File: src/rtl/assert_macros.svh
// Assertion macros, included by b64e_serializer.sv.
// Each macro takes a label, a property expression and a message string.
`ifndef ASSERT_MACROS_SVH
`define ASSERT_MACROS_SVH

// Checked on every rising clock edge outside reset.
`define ASSERT_CLKD(label, prop, msg) \
   label: assert property (@(posedge clock) disable iff (reset) (prop)) else $error(msg);

// Checked on every rising clock edge, reset included.
`define ASSERT_ALWAYS(label, prop, msg) \
   label: assert property (@(posedge clock) (prop)) else $error(msg);

`endif

File: src/rtl/b64e_pkg.sv
package b64e_pkg;

   // Position of the next byte inside its three-byte group.
   typedef enum logic [1:0] {
      PH_FIRST  = 2'd0,
      PH_SECOND = 2'd1,
      PH_THIRD  = 2'd2
   } phase_type;

   // Fixed characters.
   localparam logic [7:0] PAD_CHAR = 8'd61;
   localparam logic [7:0] CR_CHAR  = 8'd13;
   localparam logic [7:0] LF_CHAR  = 8'd10;

   // Reset value of the line length register, in groups.
   localparam logic [7:0] GROUPS_PER_LINE_RESET = 8'd18;

   // All characters caused by one input byte.
   typedef struct packed {
      logic [3:0][7:0] chars;     // chars[0] goes out first
      logic [1:0]      last_idx;  // index of the final character
   } bundle_type;

   // Maps a 6-bit value onto the standard base64 alphabet.
   function automatic logic [7:0] sym(input logic [5:0] v);
      logic [7:0] wide;
      begin
         wide = {2'b00, v};
         if (v < 6'd26) begin
            sym = wide + 8'd65;
         end else if (v < 6'd52) begin
            sym = wide + 8'd71;
         end else if (v < 6'd62) begin
            sym = wide - 8'd4;
         end else if (v == 6'd62) begin
            sym = 8'd43;
         end else begin
            sym = 8'd47;
         end
      end
   endfunction

endpackage

File: src/rtl/b64e_if.sv
// Input channel: one raw byte per transfer.
interface b64e_req_if;
   logic       valid;
   logic       ready;
   logic [7:0] data_byte;
   logic       last_byte;
   modport source (output valid, output data_byte, output last_byte, input ready);
   modport sink   (input valid, input data_byte, input last_byte, output ready);
endinterface

// Result channel: one character per transfer.
interface b64e_rsp_if;
   logic       valid;
   logic       ready;
   logic [7:0] out_char;
   logic       last_char;
   modport source (output valid, output out_char, output last_char, input ready);
   modport sink   (input valid, input out_char, input last_char, output ready);
endinterface

// Configuration channel: writes the line length register.
interface b64e_csr_if;
   logic       valid;
   logic       ready;
   logic [7:0] groups_per_line;
   modport source (output valid, output groups_per_line, input ready);
   modport sink   (input valid, input groups_per_line, output ready);
endinterface

File: src/rtl/base64_line_wrapped_encoder.sv
// Channel   Port     Direction  Payload
// input     req_ch   sink       data_byte[7:0], last_byte
// result    rsp_ch   source     out_char[7:0], last_char
// config    csr_ch   sink       groups_per_line[7:0]
//
// A byte is encoded in the cycle it is taken; its one to four characters then
// leave from the result register at one per cycle while the result side is
// ready, and a byte yields about 1.4 characters on average.
// The next byte is taken in the cycle the final character of the previous one
// transfers. Synchronous reset empties the result register, clears the group
// state and sets groups_per_line to 18. A stall on the result side holds the
// current character and backs up into the input channel.
module base64_line_wrapped_encoder (
   input  logic        clock,
   input  logic        reset,
   b64e_req_if.sink    req_ch,
   b64e_rsp_if.source  rsp_ch,
   b64e_csr_if.sink    csr_ch
);

   logic                 load_valid;
   logic                 load_ready;
   b64e_pkg::bundle_type load_bundle;

   b64e_core u_core (
      .clock       (clock),
      .reset       (reset),
      .req_ch      (req_ch),
      .csr_ch      (csr_ch),
      .load_ready  (load_ready),
      .load_valid  (load_valid),
      .load_bundle (load_bundle)
   );

   b64e_serializer u_serializer (
      .clock       (clock),
      .reset       (reset),
      .load_valid  (load_valid),
      .load_bundle (load_bundle),
      .load_ready  (load_ready),
      .rsp_ch      (rsp_ch)
   );

endmodule

File: src/rtl/b64e_core.sv
module b64e_core (
   input  logic                clock,
   input  logic                reset,
   b64e_req_if.sink            req_ch,
   b64e_csr_if.sink            csr_ch,
   input  logic                load_ready,
   output logic                load_valid,
   output b64e_pkg::bundle_type load_bundle
);

   b64e_pkg::phase_type phase_ff, phase_in;
   logic [3:0]          held_ff, held_in;
   logic [7:0]          line_cnt_ff, line_cnt_in;
   logic [7:0]          gpl_ff;
   logic [7:0]          cnt_inc;
   logic                wrap;
   logic [7:0]          b;

   // The configuration register takes every write at once.
   assign csr_ch.ready = 1'b1;

   always_ff @(posedge clock) begin
      if (reset) begin
         gpl_ff <= b64e_pkg::GROUPS_PER_LINE_RESET;
      end else if (csr_ch.valid) begin
         gpl_ff <= csr_ch.groups_per_line;
      end
   end

   // A byte is taken whenever the serializer can load its characters.
   assign req_ch.ready = load_ready;
   assign load_valid   = req_ch.valid & load_ready;
   assign b            = req_ch.data_byte;

   // Line wrap decision for a completed group.
   assign cnt_inc = line_cnt_ff + 8'd1;
   assign wrap    = (gpl_ff != 8'd0) && (cnt_inc >= gpl_ff);

   // Character generation and next state for the offered byte.
   always_comb begin
      load_bundle = '0;
      phase_in    = phase_ff;
      held_in     = held_ff;
      line_cnt_in = line_cnt_ff;
      unique case (phase_ff)
         b64e_pkg::PH_SECOND: begin
            load_bundle.chars[0] = b64e_pkg::sym({held_ff[1:0], b[7:4]});
            if (req_ch.last_byte) begin
               load_bundle.chars[1] = b64e_pkg::sym({b[3:0], 2'b00});
               load_bundle.chars[2] = b64e_pkg::PAD_CHAR;
               load_bundle.last_idx = 2'd2;
               phase_in    = b64e_pkg::PH_FIRST;
               held_in     = 4'd0;
               line_cnt_in = 8'd0;
            end else begin
               load_bundle.last_idx = 2'd0;
               phase_in = b64e_pkg::PH_THIRD;
               held_in  = b[3:0];
            end
         end
         b64e_pkg::PH_THIRD: begin
            load_bundle.chars[0] = b64e_pkg::sym({held_ff, b[7:6]});
            load_bundle.chars[1] = b64e_pkg::sym(b[5:0]);
            load_bundle.last_idx = 2'd1;
            phase_in = b64e_pkg::PH_FIRST;
            held_in  = 4'd0;
            if (req_ch.last_byte) begin
               line_cnt_in = 8'd0;
            end else if (wrap) begin
               load_bundle.chars[2] = b64e_pkg::CR_CHAR;
               load_bundle.chars[3] = b64e_pkg::LF_CHAR;
               load_bundle.last_idx = 2'd3;
               line_cnt_in = 8'd0;
            end else if (gpl_ff != 8'd0) begin
               line_cnt_in = cnt_inc;
            end else begin
               line_cnt_in = 8'd0;
            end
         end
         default: begin
            load_bundle.chars[0] = b64e_pkg::sym(b[7:2]);
            if (req_ch.last_byte) begin
               load_bundle.chars[1] = b64e_pkg::sym({b[1:0], 4'b0000});
               load_bundle.chars[2] = b64e_pkg::PAD_CHAR;
               load_bundle.chars[3] = b64e_pkg::PAD_CHAR;
               load_bundle.last_idx = 2'd3;
               phase_in    = b64e_pkg::PH_FIRST;
               held_in     = 4'd0;
               line_cnt_in = 8'd0;
            end else begin
               load_bundle.last_idx = 2'd0;
               phase_in = b64e_pkg::PH_SECOND;
               held_in  = {2'b00, b[1:0]};
            end
         end
      endcase
   end

   // Encoder state advances on each input transfer.
   always_ff @(posedge clock) begin
      if (reset) begin
         phase_ff    <= b64e_pkg::PH_FIRST;
         held_ff     <= 4'd0;
         line_cnt_ff <= 8'd0;
      end else if (load_valid) begin
         phase_ff    <= phase_in;
         held_ff     <= held_in;
         line_cnt_ff <= line_cnt_in;
      end
   end

endmodule

File: src/rtl/b64e_serializer.sv
`include "assert_macros.svh"

module b64e_serializer (
   input  logic                clock,
   input  logic                reset,
   input  logic                load_valid,
   input  b64e_pkg::bundle_type load_bundle,
   output logic                load_ready,
   b64e_rsp_if.source          rsp_ch
);

   b64e_pkg::bundle_type bundle_ff;
   logic [1:0]           idx_ff;
   logic                 full_ff;
   logic                 at_last;
   logic                 drain;

   // The final character of the held bundle leaves on this edge.
   assign at_last    = (idx_ff == bundle_ff.last_idx);
   assign drain      = full_ff & rsp_ch.ready & at_last;
   assign load_ready = ~full_ff | drain;

   assign rsp_ch.valid     = full_ff;
   assign rsp_ch.out_char  = bundle_ff.chars[idx_ff];
   assign rsp_ch.last_char = at_last;

   // Control: fill flag and character index.
   always_ff @(posedge clock) begin
      if (reset) begin
         full_ff <= 1'b0;
         idx_ff  <= 2'd0;
      end else if (load_valid) begin
         full_ff <= 1'b1;
         idx_ff  <= 2'd0;
      end else if (drain) begin
         full_ff <= 1'b0;
      end else if (full_ff && rsp_ch.ready) begin
         idx_ff <= idx_ff + 2'd1;
      end
   end

   // Payload of the held bundle.
   always_ff @(posedge clock) begin
      if (load_valid) begin
         bundle_ff <= load_bundle;
      end
   end

   `ASSERT_CLKD(a_idx_in_range, full_ff |-> (idx_ff <= bundle_ff.last_idx), "index past last character")
   `ASSERT_CLKD(a_load_only_free, (load_valid && full_ff) |-> drain, "bundle overwritten before drained")
   `ASSERT_CLKD(a_empty_after_drain, (drain && !load_valid) |=> !full_ff, "valid held after final character")
   `ASSERT_ALWAYS(a_reset_empty, reset |=> !full_ff, "result pending after reset")

endmodule
File: src/flat_wrapper.sv
// flat-port wrapper written by rule: the top's interface ports become plain ports
module base64_line_wrapped_encoder_flat 
  (clock, reset, req_ch_valid, req_ch_data_byte, req_ch_last_byte, req_ch_ready, rsp_ch_valid, rsp_ch_out_char, rsp_ch_last_char, rsp_ch_ready, csr_ch_valid, csr_ch_groups_per_line, csr_ch_ready);
  b64e_req_if req_ch_i ();
  b64e_rsp_if rsp_ch_i ();
  b64e_csr_if csr_ch_i ();
  input  logic clock;
  input  logic reset;
  input wire logic [$bits(req_ch_i.valid)-1:0] req_ch_valid;
  input wire logic [$bits(req_ch_i.data_byte)-1:0] req_ch_data_byte;
  input wire logic [$bits(req_ch_i.last_byte)-1:0] req_ch_last_byte;
  output wire logic [$bits(req_ch_i.ready)-1:0] req_ch_ready;
  output wire logic [$bits(rsp_ch_i.valid)-1:0] rsp_ch_valid;
  output wire logic [$bits(rsp_ch_i.out_char)-1:0] rsp_ch_out_char;
  output wire logic [$bits(rsp_ch_i.last_char)-1:0] rsp_ch_last_char;
  input wire logic [$bits(rsp_ch_i.ready)-1:0] rsp_ch_ready;
  input wire logic [$bits(csr_ch_i.valid)-1:0] csr_ch_valid;
  input wire logic [$bits(csr_ch_i.groups_per_line)-1:0] csr_ch_groups_per_line;
  output wire logic [$bits(csr_ch_i.ready)-1:0] csr_ch_ready;
  assign req_ch_i.valid = req_ch_valid;
  assign req_ch_i.data_byte = req_ch_data_byte;
  assign req_ch_i.last_byte = req_ch_last_byte;
  assign req_ch_ready = req_ch_i.ready;
  assign rsp_ch_valid = rsp_ch_i.valid;
  assign rsp_ch_out_char = rsp_ch_i.out_char;
  assign rsp_ch_last_char = rsp_ch_i.last_char;
  assign rsp_ch_i.ready = rsp_ch_ready;
  assign csr_ch_i.valid = csr_ch_valid;
  assign csr_ch_i.groups_per_line = csr_ch_groups_per_line;
  assign csr_ch_ready = csr_ch_i.ready;
  base64_line_wrapped_encoder u_core (.clock(clock), .reset(reset), .req_ch(req_ch_i), .rsp_ch(rsp_ch_i), .csr_ch(csr_ch_i));
endmodule
File: config.mk
export PLATFORM = sky130hd
export DESIGN_NAME = base64_line_wrapped_encoder_flat
export DESIGN_NICKNAME = d
export VERILOG_FILES = /design/src/rtl/b64e_pkg.sv /design/src/rtl/b64e_if.sv /design/src/rtl/base64_line_wrapped_encoder.sv /design/src/rtl/b64e_core.sv /design/src/rtl/b64e_serializer.sv /design/src/flat_wrapper.sv
export VERILOG_INCLUDE_DIRS = /design/src /design/src/rtl
export SDC_FILE = /design/constraint.sdc
export NUM_CORES = 1
export LEC_CHECK = 0
export BUFFER_PORTS_ARGS = -buffer_cell sky130_fd_sc_hd__buf_2
export CORE_MARGIN = 2
export CORE_UTILIZATION = 48
export DETAILED_ROUTE_END_ITERATION = 16
export PLACE_DENSITY = 0.66
export RECOVER_POWER = 50
export SETUP_SLACK_MARGIN = 0.4
export SYNTH_ARGS = -nofsm -noshare
export SYNTH_HDL_FRONTEND = slang
export SYNTH_SLANG_ARGS = --single-unit
File: constraint.sdc
create_clock -name clock -period 4.6 [get_ports clock]
set_input_delay 0.23 -clock clock [delete_from_list [all_inputs] [get_ports clock]]
set_output_delay 0.23 -clock clock [all_outputs]
set_load 0.01 [all_outputs]
# [Word level (Yosys, flattened, before mapping)]
# Index checks and enable logic that the tools add are counted.
[classes] addsub=20 magnitude_cmp=20 eq_ne=7 n_mux=47 bitwise_logic=6 n_reduce_logical=8
[ops] cell="$mux 8" count=24
[ops] cell="$add 6x7->8 const B" count=12
[ops] cell="$lt 6x6->1 const B" count=12
[ops] cell="$pmux 26 s2" count=1
[ops] cell="$sub 6x3->7 const B" count=6
[ops] cell="$lt 6x5->1 const B" count=6
[ops] cell="$eq 6x6->1 const B" count=4
[ops] cell="$mux 12" count=2
[ops] cell="$mux 22" count=1
[ops] cell="$bmux 8 s2" count=1
[ops] cell="$pmux 8 s2" count=1
[ops] cell="$mux 14" count=1
[ops] cell="$mux 2" count=6
[ops] cell="$mux 3" count=4
[ops] cell="$add 8x1->8 const B" count=1
[ops] cell="$ge 8x8->1" count=1
[ops] cell="$pmux 4 s2" count=1
[ops] cell="$reduce_bool 8->1" count=1
[ops] cell="$mux 4" count=1
[ops] cell="$pmux 2 s2" count=1
[ops] cell="$reduce_and 2->1" count=2
[ops] cell="$reduce_bool 2->1" count=2
[ops] cell="$and 1x1->1" count=3
[ops] cell="$lt 2x3->1 const B" count=1
[ops] cell="other kinds (9)" count=13
[totals] ff_bits=59 in_bits=22 output_inout_bits=12

# [Longest topological paths before layout]
# Gate-level depths: netlist (run 1).
[depth] ltp_word=6 depth_mapped=10

# [By module]
# A second synthesis (run 1) with hierarchy kept.
[hier_totals] cells_unflattened=538 hier_area_um2=4754.6
[by_module_without_submodules] module="b64e_core" n_inst=1 cells_per_inst=472 area_per_inst_um2=3324.4
[by_module_without_submodules] module="b64e_serializer" n_inst=1 cells_per_inst=66 area_per_inst_um2=1430.1

# [Worst setup path before layout (run 1)]
# Ideal clock, no wire load.
[synth_path] path_type="reg-to-reg" from="register u_core.u_core.line_cnt_ff[2]" to="register u_core.u_core.line_cnt_ff[6]" arrival_ns=2.032 t_required_ns=4.472 setup_slack_ns=2.441 stages_incl_launch_ff=10 path_cell_list="dfxtp_1 > nand3_1 > or2_2 > xnor2_1 > ha_1 > nand3_1 > a221o_1 > clkbuf_1 > a32oi_1 > nor2_1"
[synth_via] elab_chain_len=6
[synth_lines] item="start: declaration" line="b64e_core.sv:13" text="logic [7:0] line_cnt_ff, line_cnt_in;"
[synth_lines] item="start signal: assignment" line="b64e_core.sv:108" text="line_cnt_ff <= line_cnt_in;"
[synth_lines] item="$add 8x1->8 (*)" line="b64e_core.sv:36" text="assign cnt_inc = line_cnt_ff + 8'd1;"
[synth_lines] item="$ge 8x8->1" line="b64e_core.sv:37" text="assign wrap = (gpl_ff != 8'd0) && (cnt_inc >= gpl_ff);"
[synth_lines] item="$logic_and 1x1->1" line="b64e_core.sv:37"
[synth_lines] item="$mux 8 (*)" line="b64e_core.sv:69" text="end else if (wrap) begin"
[synth_lines] item="$mux 8 (*)" line="b64e_core.sv:67" text="if (req_ch.last_byte) begin"
[synth_lines] item="$mux 8 (*)"
# Mark *: on every way between the ends. The rest lies on a longest branch, timed or not.
# A chain may end at the register's enable or synchronous reset.

# [Worst setup path in the final report (run 1)]
[layout_path] from="register u_core.u_serializer.idx_ff[0]" to="register u_core.u_core.line_cnt_ff[2]"
[layout_via] elab_chain_len=5
[layout_lines] item="start: declaration" line="b64e_serializer.sv:13" text="logic [1:0] idx_ff;"
[layout_lines] item="start signal: assignment" line="b64e_serializer.sv:38" text="idx_ff <= idx_ff + 2'd1;"
[layout_lines] item="$eq 2x2->1" line="b64e_serializer.sv:19" text="assign at_last = (idx_ff == bundle_ff.last_idx);"
[layout_lines] item="$and 1x1->1" line="b64e_serializer.sv:20" text="assign drain = full_ff & rsp_ch.ready & at_last;"
[layout_lines] item="$or 1x1->1" line="b64e_serializer.sv:21" text="assign load_ready = ~full_ff | drain;"
[layout_lines] item="$and 1x1->1" line="b64e_core.sv:32" text="assign load_valid = req_ch.valid & load_ready;"
[layout_lines] item="via u_core.load_valid" line="base64_line_wrapped_encoder.sv:21" text="logic load_valid;"
[layout_lines] item="$reduce_and 2->1 (no source line)"
# The timed path passes the listed nets, and every way through them passes these cells.

==> results of run 1 <==
[registers in the layout, summed over array words and instances (netlist names)]
name / count
u_core.u_serializer.bundle_ff: 22
u_core.u_core.gpl_ff: 8
u_core.u_core.line_cnt_ff: 8
u_core.u_core.held_ff: 4
u_core.u_core.phase_ff: 2
u_core.u_serializer.idx_ff: 2
u_core.u_serializer.rsp_ch.valid: 1
[placed cells by master, fill, tap and decap left out, drive strengths merged, types with 5 or more instances in the layout]
| master | instances |
|---|---|
| a211oi | 8 |
| a21oi | 36 |
| a31oi | 10 |
| buf | 20 |
| clkbuf | 17 |
| dfxtp | 25 |
| edfxtp | 22 |
| ha | 30 |
| inv | 32 |
| mux2i | 12 |
| mux4 | 5 |
| nand2 | 56 |
| nand2b | 5 |
| nand3 | 25 |
| nand4 | 10 |
| nor2 | 34 |
| nor2b | 9 |
| nor3 | 16 |
| nor4 | 5 |
| o211ai | 9 |
| o21ai | 26 |
| o221ai | 5 |
| o311ai | 5 |
| o31ai | 5 |
| xnor2 | 13 |
| xor2 | 6 |
[cell families after synthesis]
kind of cell,count (synthesis)
AOI/OAI and AO/OA,149
xor gates and xnor gates,19
adders and majority gates,30
buffers and inverters,69
DFF,47
muxes,20
other,1
and+or+nand+nor,183
[cell type report]
type	instances	area, µm²
fillers	862	4230
multi-input cells	402	2760
flip-flops and latches	47	1160
repair buffers	32	145
well taps	108	135
inverters	32	120
clock buffers	5	68.8
clock inverters	3	18.8
[metrics by stage]
step           power, W  area, µm²
2_1_floorplan  0.000672       4250
3_3_place_gp   0.000740       4360
3_5_place_dp   0.000743       4360
4_1_cts        0.000994       4450
5_1_grt         0.00104       4410
6_report       0.000982       4410
[per-layer routing]
layer	wire length, µm	share of wire, %	track usage, %
met1	5080	46	32.6
met2	5030	45	36.4
met3	852	7.6	4.51
met4	182	1.6	6.09
met5	0	0	0
[power by group through the flow]
stage | logic, W | clock network [W] | registers [W]
detailed placement | 0.000247 | 0 | 0.000496
finish | 0.000246 | 0.000249 | 0.000486
floorplan | 0.000188 | 0 | 0.000485
global placement | 0.000245 | 0 | 0.000495
global route | 0.000272 | 0.000279 | 0.000490
CTS | 0.000248 | 0.000259 | 0.000487
[worst reg2reg max path, delay by kind of cell (launching register included)]
kind / cells / cell delay, ps
DFF: 1 / 750
buffers and inverters: 1 / 770
xor gates and xnor gates: 1 / 190
AOI/OAI and AO/OA: 4 / 1420
[worst paths after layout]
check / from / endpoint / slack (ps)
hold / removal: csr_ch_groups_per_line[4] / u_core.u_core.gpl_ff[4] / 150
setup reg to reg: u_core.u_serializer.idx_ff[0] / u_core.u_core.line_cnt_ff[2] / 1390
setup / recovery: u_core.u_serializer.idx_ff[0] / u_core.u_core.line_cnt_ff[2] / 1390
hold reg to reg: u_core.u_core.phase_ff[1] / u_core.u_core.phase_ff[1] / 480
==> impl_metrics.ini, run 1 <==
[layout]
fin_util_pct = 51.0
antenna_cells = 0
num-nets-final = 572
drive_gt1_share_pct = 9.21
stdcell_count = 629
syn_to_final_growth_pct = 3.83

[timing]
slew_headroom_pct = 27.6
period_share_pct = 69.7
finClkSkew_ps = 8.09
setup-violations-final = 0
fmax_ghz = 0.312
worstMarginPinSlew_ps = 1090
drv_slew = 0
whs_ps = 147
setup_ws_ps = 1390
post-route-min-period_ps = 3210
rsz0062_at_grt = no
hold_viol_final = 0
final.setup.tns_ps = 0

[yosys]
synthMuxAreaShare_pct = 6.37
synth_seq_cells = 47
ys_seq_area_share_pct = 27.4
synth_area_leaders = edfxtp_1 (16%), dfxtp_1 (12%), ha_1 (8.8%), nand2_1 (5.0%), a21oi_1 (4.1%)
synth_cell_types = 77
synth_compound_area_share_pct = 25.0
synth_xor_xnor_area_share_pct = 4.10
synth_area_per_cell_um2 = 8.20
synth_simple_gate_area_share_pct = 21.1
synth_nets = 570
ys_warn_count = 0
yosysMostFrequentCell = nand2_1
synthAdderAreaFrac_pct = 8.84
synth_top_family_by_area = compound AO/OA/AOI/OAI gates
synth_top_area_share_pct = 15.6
yosysTopAreaCell = edfxtp_1
syn_inst = 518
synth_edf_count = 22
synth_ff_type = dfxtp_1
synth_common_cells = nand2_1 (56), a21oi_1 (35), nor2_1 (34), ha_1 (30), inv_1 (28)
async_flop_share_pct = 0
synth_area_mm2 = 0.00425

[floorplanning]
core_mm2 = 0.00864
initial_core_util_pct = 49.2
fp.dieArea_mm2 = 0.00961
die_y_um = 98.0
die_w_um = 98.0
num_rows = 34
ios = 34

[detailed_routing]
drc = 0
vias_per_cell = 6.34
antenna_left = 0
firstDrtPassIters = 5
drt_iter0_markers = 247
wl_per_cell_um = 17.7
routed_wl_um = 11100
vias = 3985

[clocking]
clkTransAtPathRegs_ps = 90
cts.sinks = 47
cts_root_buffer = clkbuf_8
postCtsSetupRepairBufs = 0
numCtsBuffers = 5
cts-resized-gates = 0
ctsHoldBuffers = 0
htreeDepth = 2
insertion_delay_ps = 300
clk_path_buf_depth = 2
cts_tree = done

[power_and_ir_drop]
power.internal_w = 0.000664
powerDensity_mw_per_mm2 = 223
p_leak_nw = 1.67
combPwrFrac_pct = 25.1
ir_drop_v = 0.000116
switching_share_pct = 32.4
p_switching_w = 0.000318
p_seq_share_pct = 49.5
power_frac_clock_pct = 25.4

[grt]
antenna_found_initial = 0
grt_first_pass_wirelength_um = 18300
grt-ovfl-total = 0
grt_pass1_vias = 3718
grt_max_degree = 30
grt_use_total_pct = 23.1

[setup_path]
cp_data_required_time_ps = 4830
reg2regPathDepth = 6
crit_slowest_cell = inv_1
startpoint_type = flop
cpPeakStageDelay_ps = 770
cp_num_buf_inv = 1
critPathKind = reg2reg
worstPathCellList = xnor2_1 > a31oi_1 > inv_1 > o21ai_2 > a22oi_1 > a21oi_1
endpoint_kind = flop
arrival_ps = 3430
worst-path-stages = 6
crit_fanout = 29
crit_family = compound AO/OA/AOI/OAI gates

[hold_path]
min_path_cells = 3
hold_class = in2reg

[placed_design]
hpwl_um = 8160
place_congestion = 0.950
dp_cells = 621
portBuffers = 32
pre_cts_slack_ps = 1730

[run_status]
status = finished clean

[flow_run]
maxCapViolCount = 0
Power figures use the tool's default switching activity.
==> inputs of run 2 (changes only) <==
- ABC_AREA: unset -> 1
- clock period: 4.6 -> 3.09 ns (I/O delays scaled with it)
==> impl_metrics.ini, run 2 <==
[setup_path]
cp_data_required_time_ps = 3330
critPathKind = reg2reg
startpoint_type = flop
arrival_ps = 2810
r2r_end = u_core.u_serializer.idx_ff[0]
endpoint_kind = flop
crit_fanout = 26
reg2regPathDepth = 10
r2r_slack_ps = 520
crit-reg2reg-launch = u_core.u_serializer.idx_ff[0]

[timing]
period_share_pct = 83.3
final.setup.tns_ps = 0
setup-violations-final = 0
finClkSkew_ps = 13.7
drv_slew = 0
hold_viol_final = 0
worstMarginPinSlew_ps = 638
post-route-min-period_ps = 2570
fmax_ghz = 0.389
rsz0062_at_grt = no
slew_headroom_pct = 57.2

[floorplanning]
core_mm2 = 0.00876
fp.dieArea_mm2 = 0.00987
die_w_um = 99.4
initial_core_util_pct = 49.8
ios = 34
die_y_um = 99.4
num_rows = 34

[yosys]
ys_warn_count = 0
synth_nets = 710
synth_seq_cells = 47
synth_common_cells = nand2_1 (176), inv_1 (82), nand3_1 (55), nor2_1 (52), o21ai_0 (51)
synth_area_leaders = edfxtp_1 (15%), nand2_1 (15%), dfxtp_1 (11%), ha_1 (8.6%), inv_1 (7.1%)
synth_ff_type = dfxtp_1
yosysMostFrequentCell = nand2_1
synth_cell_types = 47
ys_seq_area_share_pct = 26.6
synth_area_mm2 = 0.00437
synth_area_per_cell_um2 = 6.63
yosysTopAreaCell = edfxtp_1
async_flop_share_pct = 0
synth_top_area_share_pct = 15.1
synth_edf_count = 22
syn_inst = 658

[grt]
grt_first_pass_wirelength_um = 18600
grt_max_degree = 27
grt_pass1_vias = 3914
grt_use_total_pct = 23.0
grt-ovfl-total = 0
antenna_found_initial = 0

[layout]
fin_util_pct = 52.4
reg_top3 = u_core.u_serializer.bundle_ff x22, u_core.u_core.gpl_ff x8, u_core.u_core.line_cnt_ff x8
largest_register_ffs = 22
antenna_cells = 0
drive_gt1_share_pct = 9.59
final_common_cell = nand2_1
syn_to_final_growth_pct = 5.13
regMostFlops = u_core.u_serializer.bundle_ff
mostFrequentLayoutCells = nand2_1 (177), inv_1 (82), nand3_1 (56)
n_fill_cell = 902
num-nets-final = 729

[clocking]
insertion_delay_ps = 300
numCtsBuffers = 5
postCtsSetupRepairBufs = 0
clkTransAtPathRegs_ps = 90
cts.sinks = 47
cts-resized-gates = 0
cts_tree = done
clk_path_buf_depth = 2
ctsHoldBuffers = 0
cts_root_buffer = clkbuf_8
htreeDepth = 2

[hold_path]
min_to = u_core.u_core.gpl_ff[4]
min_path_cells = 3
min_from = csr_ch_groups_per_line[4]
hold_class = in2reg

[flow_run]
maxCapViolCount = 0

[placed_design]
portBuffers = 32
place_congestion = 0.941
hpwl_um = 8840

[detailed_routing]
antenna_left = 0
wl_per_cell_um = 14.4
vias_per_cell = 5.52
drc = 0
vias = 4340
drt_iter0_markers = 314
routed_wl_um = 11300
firstDrtPassIters = 5

[power_and_ir_drop]
powerDensity_mw_per_mm2 = 338
ir_drop_v = 0.000196
p_leak_nw = 2.16

[run_status]
status = finished clean
-- run 2: changes by cell type after synthesis, sizes merged, moves of 14 or more --
cell | before | now
nand3 | 25 | 58
nor2 | 34 | 61
inv | 31 | 94
a21oi | 36 | 50
nand2 | 56 | 181
o21ai | 26 | 62
-- run 2: where the power goes --
group	internal, W	switching, W
Combinational	0.000136	0.000301
Sequential	0.000708	0.0000259
Clock	0.000181	0.000200
Total	0.00102	0.000527
-- run 2: cell type report --
type	count	area [µm²]	share of cell area (%)
multi-input combinational	495	2690	58.5
sequential	47	1160	25.3
inverter	95	360	7.85
timing repair buffer	33	155	3.38
tap	108	135	2.94
clock buffer	7	86.3	1.88
clock inverter	1	5.00	0.109
-- run 2: per-stage QoR --
| stage | setup WS [ps] | cell area [µm²] | hold WS (ps) | power (W) | cells |
|---|---|---|---|---|---|
| finish | 517 | 4590 | 71.4 | 0.00155 | 786 |
| global route | 235 | 4590 | 79.9 | 0.00164 | 786 |
| CTS | 621 | 4620 | 61.2 | 0.00156 | 786 |
| detailed placement | 626 | 4530 | 377 | 0.00119 | 778 |
| global placement | 743 | 4530 | 370 | 0.00118 | 778 |
| floorplan | 915 | 4370 | 266 | 0.00107 | 658 |
-- run 2: critical path, cell delays in order (launching register included) --
cell and delay, ps:
dfxtp_1 660, clkinvlp_2 510, nand2_4 140, nand2_2 40, nand2_1 190, nand2_4 70, nand3_1 270, inv_4 230
nor2_8 180, o21ai_1 100, a21oi_2 120
-- run 2: per-layer routing --
| layer | vias to the layer above | track usage, % | share of wire, % |
|---|---|---|---|
| li1 | 2179 | - | - |
| met1 | 1989 | 33.5 | 47 |
| met2 | 162 | 36.7 | 46 |
| met3 | 10 | 2.74 | 6.5 |
| met4 | 0 | 4.85 | 1.1 |
| met5 | - | 0 | 0 |
-- run 2: cells by family after synthesis --
group / Yosys count / synth area share (%)
AND/OR/NAND/NOR: 316 / 32.6
buffers and inverters: 116 / 11.5
flip-flops: 47 / 26.6
AO/OA/AOI/OAI: 127 / 16.4
XOR/XNOR: 21 / 4.21
adder cells (fa/ha/maj): 30 / 8.60
other: 1 / 0.0859
-- run 2: how the worst max path moves through the flow --
stage                                              from                                 to  slack [ps]  depth (start not counted)
after floorplan            u_core.u_core.line_cnt_ff[0]  u_core.u_serializer.bundle_ff[21]         910                         12
after global placement     u_core.u_core.line_cnt_ff[0]  u_core.u_serializer.bundle_ff[21]         740                         12
after detailed placement   u_core.u_core.line_cnt_ff[0]  u_core.u_serializer.bundle_ff[21]         630                         12
after CTS                  u_core.u_core.line_cnt_ff[0]  u_core.u_serializer.bundle_ff[21]         620                         12
after global routing      u_core.u_serializer.idx_ff[0]      u_core.u_serializer.idx_ff[0]         230                         10
final                     u_core.u_serializer.idx_ff[0]      u_core.u_serializer.idx_ff[0]         520                         10
==> inputs of run 3 (changes only) <==
- ABC_AREA: 1 -> 0
- clock period: 3.09 -> 2.7 ns (I/O delays scaled with it)
==> impl_metrics.ini, run 3 (synthesis results as in run 1) <==
[clocking]
numCtsBuffers = 5
cts_root_buffer = clkbuf_8
insertion_delay_ps = 300
cts.sinks = 47
htreeDepth = 2
clk_path_buf_depth = 2
cts_tree = done
ctsHoldBuffers = 0
clkTransAtPathRegs_ps = 90

[layout]
final_common_cell = nand2_1
regMostFlops = u_core.u_serializer.bundle_ff
largest_register_ffs = 22
drive_gt1_share_pct = 17.9
reg_top3 = u_core.u_serializer.bundle_ff x22, u_core.u_core.gpl_ff x8, u_core.u_core.line_cnt_ff x8
syn_to_final_growth_pct = 12.3
n_fill_cell = 769
design_area_mm2 = 0.00477
num-nets-final = 597
antenna_cells = 0
mostFrequentLayoutCells = nand2_1 (55), a21oi_1 (34), nor2_1 (31)

[timing]
post-route-min-period_ps = 2380
setup-violations-final = 0
worstMarginPinSlew_ps = 766
whs_ps = 47.0
period_share_pct = 88.0
drv_slew = 0
hold_viol_final = 0
rsz0062_at_grt = yes
finClkSkew_ps = 13.1
final.setup.tns_ps = 0
slew_headroom_pct = 48.9
setup_ws_ps = 323
fmax_ghz = 0.421

[grt]
antenna_found_initial = 0
grt_max_degree = 25
grt_first_pass_wirelength_um = 19200
grt_use_total_pct = 24.1
grt_pass1_vias = 3834
grt-ovfl-total = 0

[detailed_routing]
wl_per_cell_um = 17.9
drt_iter0_markers = 297
drc = 0
routed_wl_um = 11700
firstDrtPassIters = 5
vias = 4091
antenna_left = 0
vias_per_cell = 6.26

[placed_design]
dpl-instance-area_mm2 = 0.00449
portBuffers = 32
place_congestion = 0.905
pre_cts_slack_ps = 271
hpwl_um = 8500

[setup_path]
worstPathCellList = inv_1 > ha_1 > clkinv_1 > clkbuf_1 > nand2_1 > o32a_1 > o221ai_1
crit_fanout = 9
startpoint_type = flop
crit_slowest_cell = ha_1
cp_data_required_time_ps = 2800
arrival_ps = 2470
critPathKind = reg2reg
endpoint_kind = flop
cpPeakStageDelay_ps = 420

[floorplanning]
initial_core_util_pct = 49.2
fp.dieArea_mm2 = 0.00961
core_mm2 = 0.00864
die_w_um = 98.0
num_rows = 34
die_y_um = 98.0
ios = 34

[power_and_ir_drop]
fin_total_pwr_w = 0.00174
p_leak_nw = 1.82
powerDensity_mw_per_mm2 = 366
ir_drop_v = 0.000229

[flow_run]
maxCapViolCount = 0

[run_status]
status = finished clean

[hold_path]
hold_class = in2reg
run 3: final timing paths:
check | startpoint | to | slack (ps) | depth (start not counted)
worst max register to register | u_core.u_core.phase_ff[0] | u_core.u_serializer.bundle_ff[4] | 320 | 7
worst max-delay path | u_core.u_core.phase_ff[0] | u_core.u_serializer.bundle_ff[4] | 320 | 7
worst min register to register | u_core.u_core.phase_ff[1] | u_core.u_core.phase_ff[1] | 490 | 2
worst min-delay path | csr_ch_groups_per_line[1] | u_core.u_core.gpl_ff[1] | 50 | 3
run 3: power breakdown:
group	switching, W	internal, W
logic	0.000284	0.000169
registers	0.0000253	0.000794
clock network	0.000231	0.000238
run 3: layer usage:
metal  vias to the layer above  global-route usage, %  part of all wire (%)
li1                       1977                      -                     -
met4                         0                   5.56                   1.6
met2                       183                   38.0                    46
met1                      1913                   35.5                    45
met3                        18                   2.65                   6.6
met5                         -                      0                     0
run 3: final cells by class:
class | instances | area (µm²) | share of cell area, %
multi-input cells | 402 | 2910 | 61.0
flip-flops and latches | 47 | 1170 | 24.6
repair buffers | 57 | 324 | 6.80
well taps | 108 | 135 | 2.84
inverters | 32 | 120 | 2.52
clock buffers | 6 | 93.8 | 1.97
clock inverters | 2 | 13.8 | 0.289
run 3: per-stage QoR:
stage               std cells  utilization (%)
finish                    654             55.2
global route              654             55.2
CTS                       647             54.0
detailed placement        638             51.9
global placement          638             51.9
floorplan                 518                -
run 3: repair_timing:
action                                  CTS  global route
endpoints found under the hold margin     0             0
endpoints found under the setup margin   12            15
pin swaps                                 2             8
gates resized for setup                  15            20
setup buffers                             1             7
run 3: critical path, delay by kind of cell (launching register included):
kind / cells / cell delay (ps)
adders and majority gates: 1 / 420
DFF: 1 / 360
AOI/OAI and AO/OA: 2 / 520
and+or+nand+nor: 1 / 310
buffers and inverters: 3 / 560
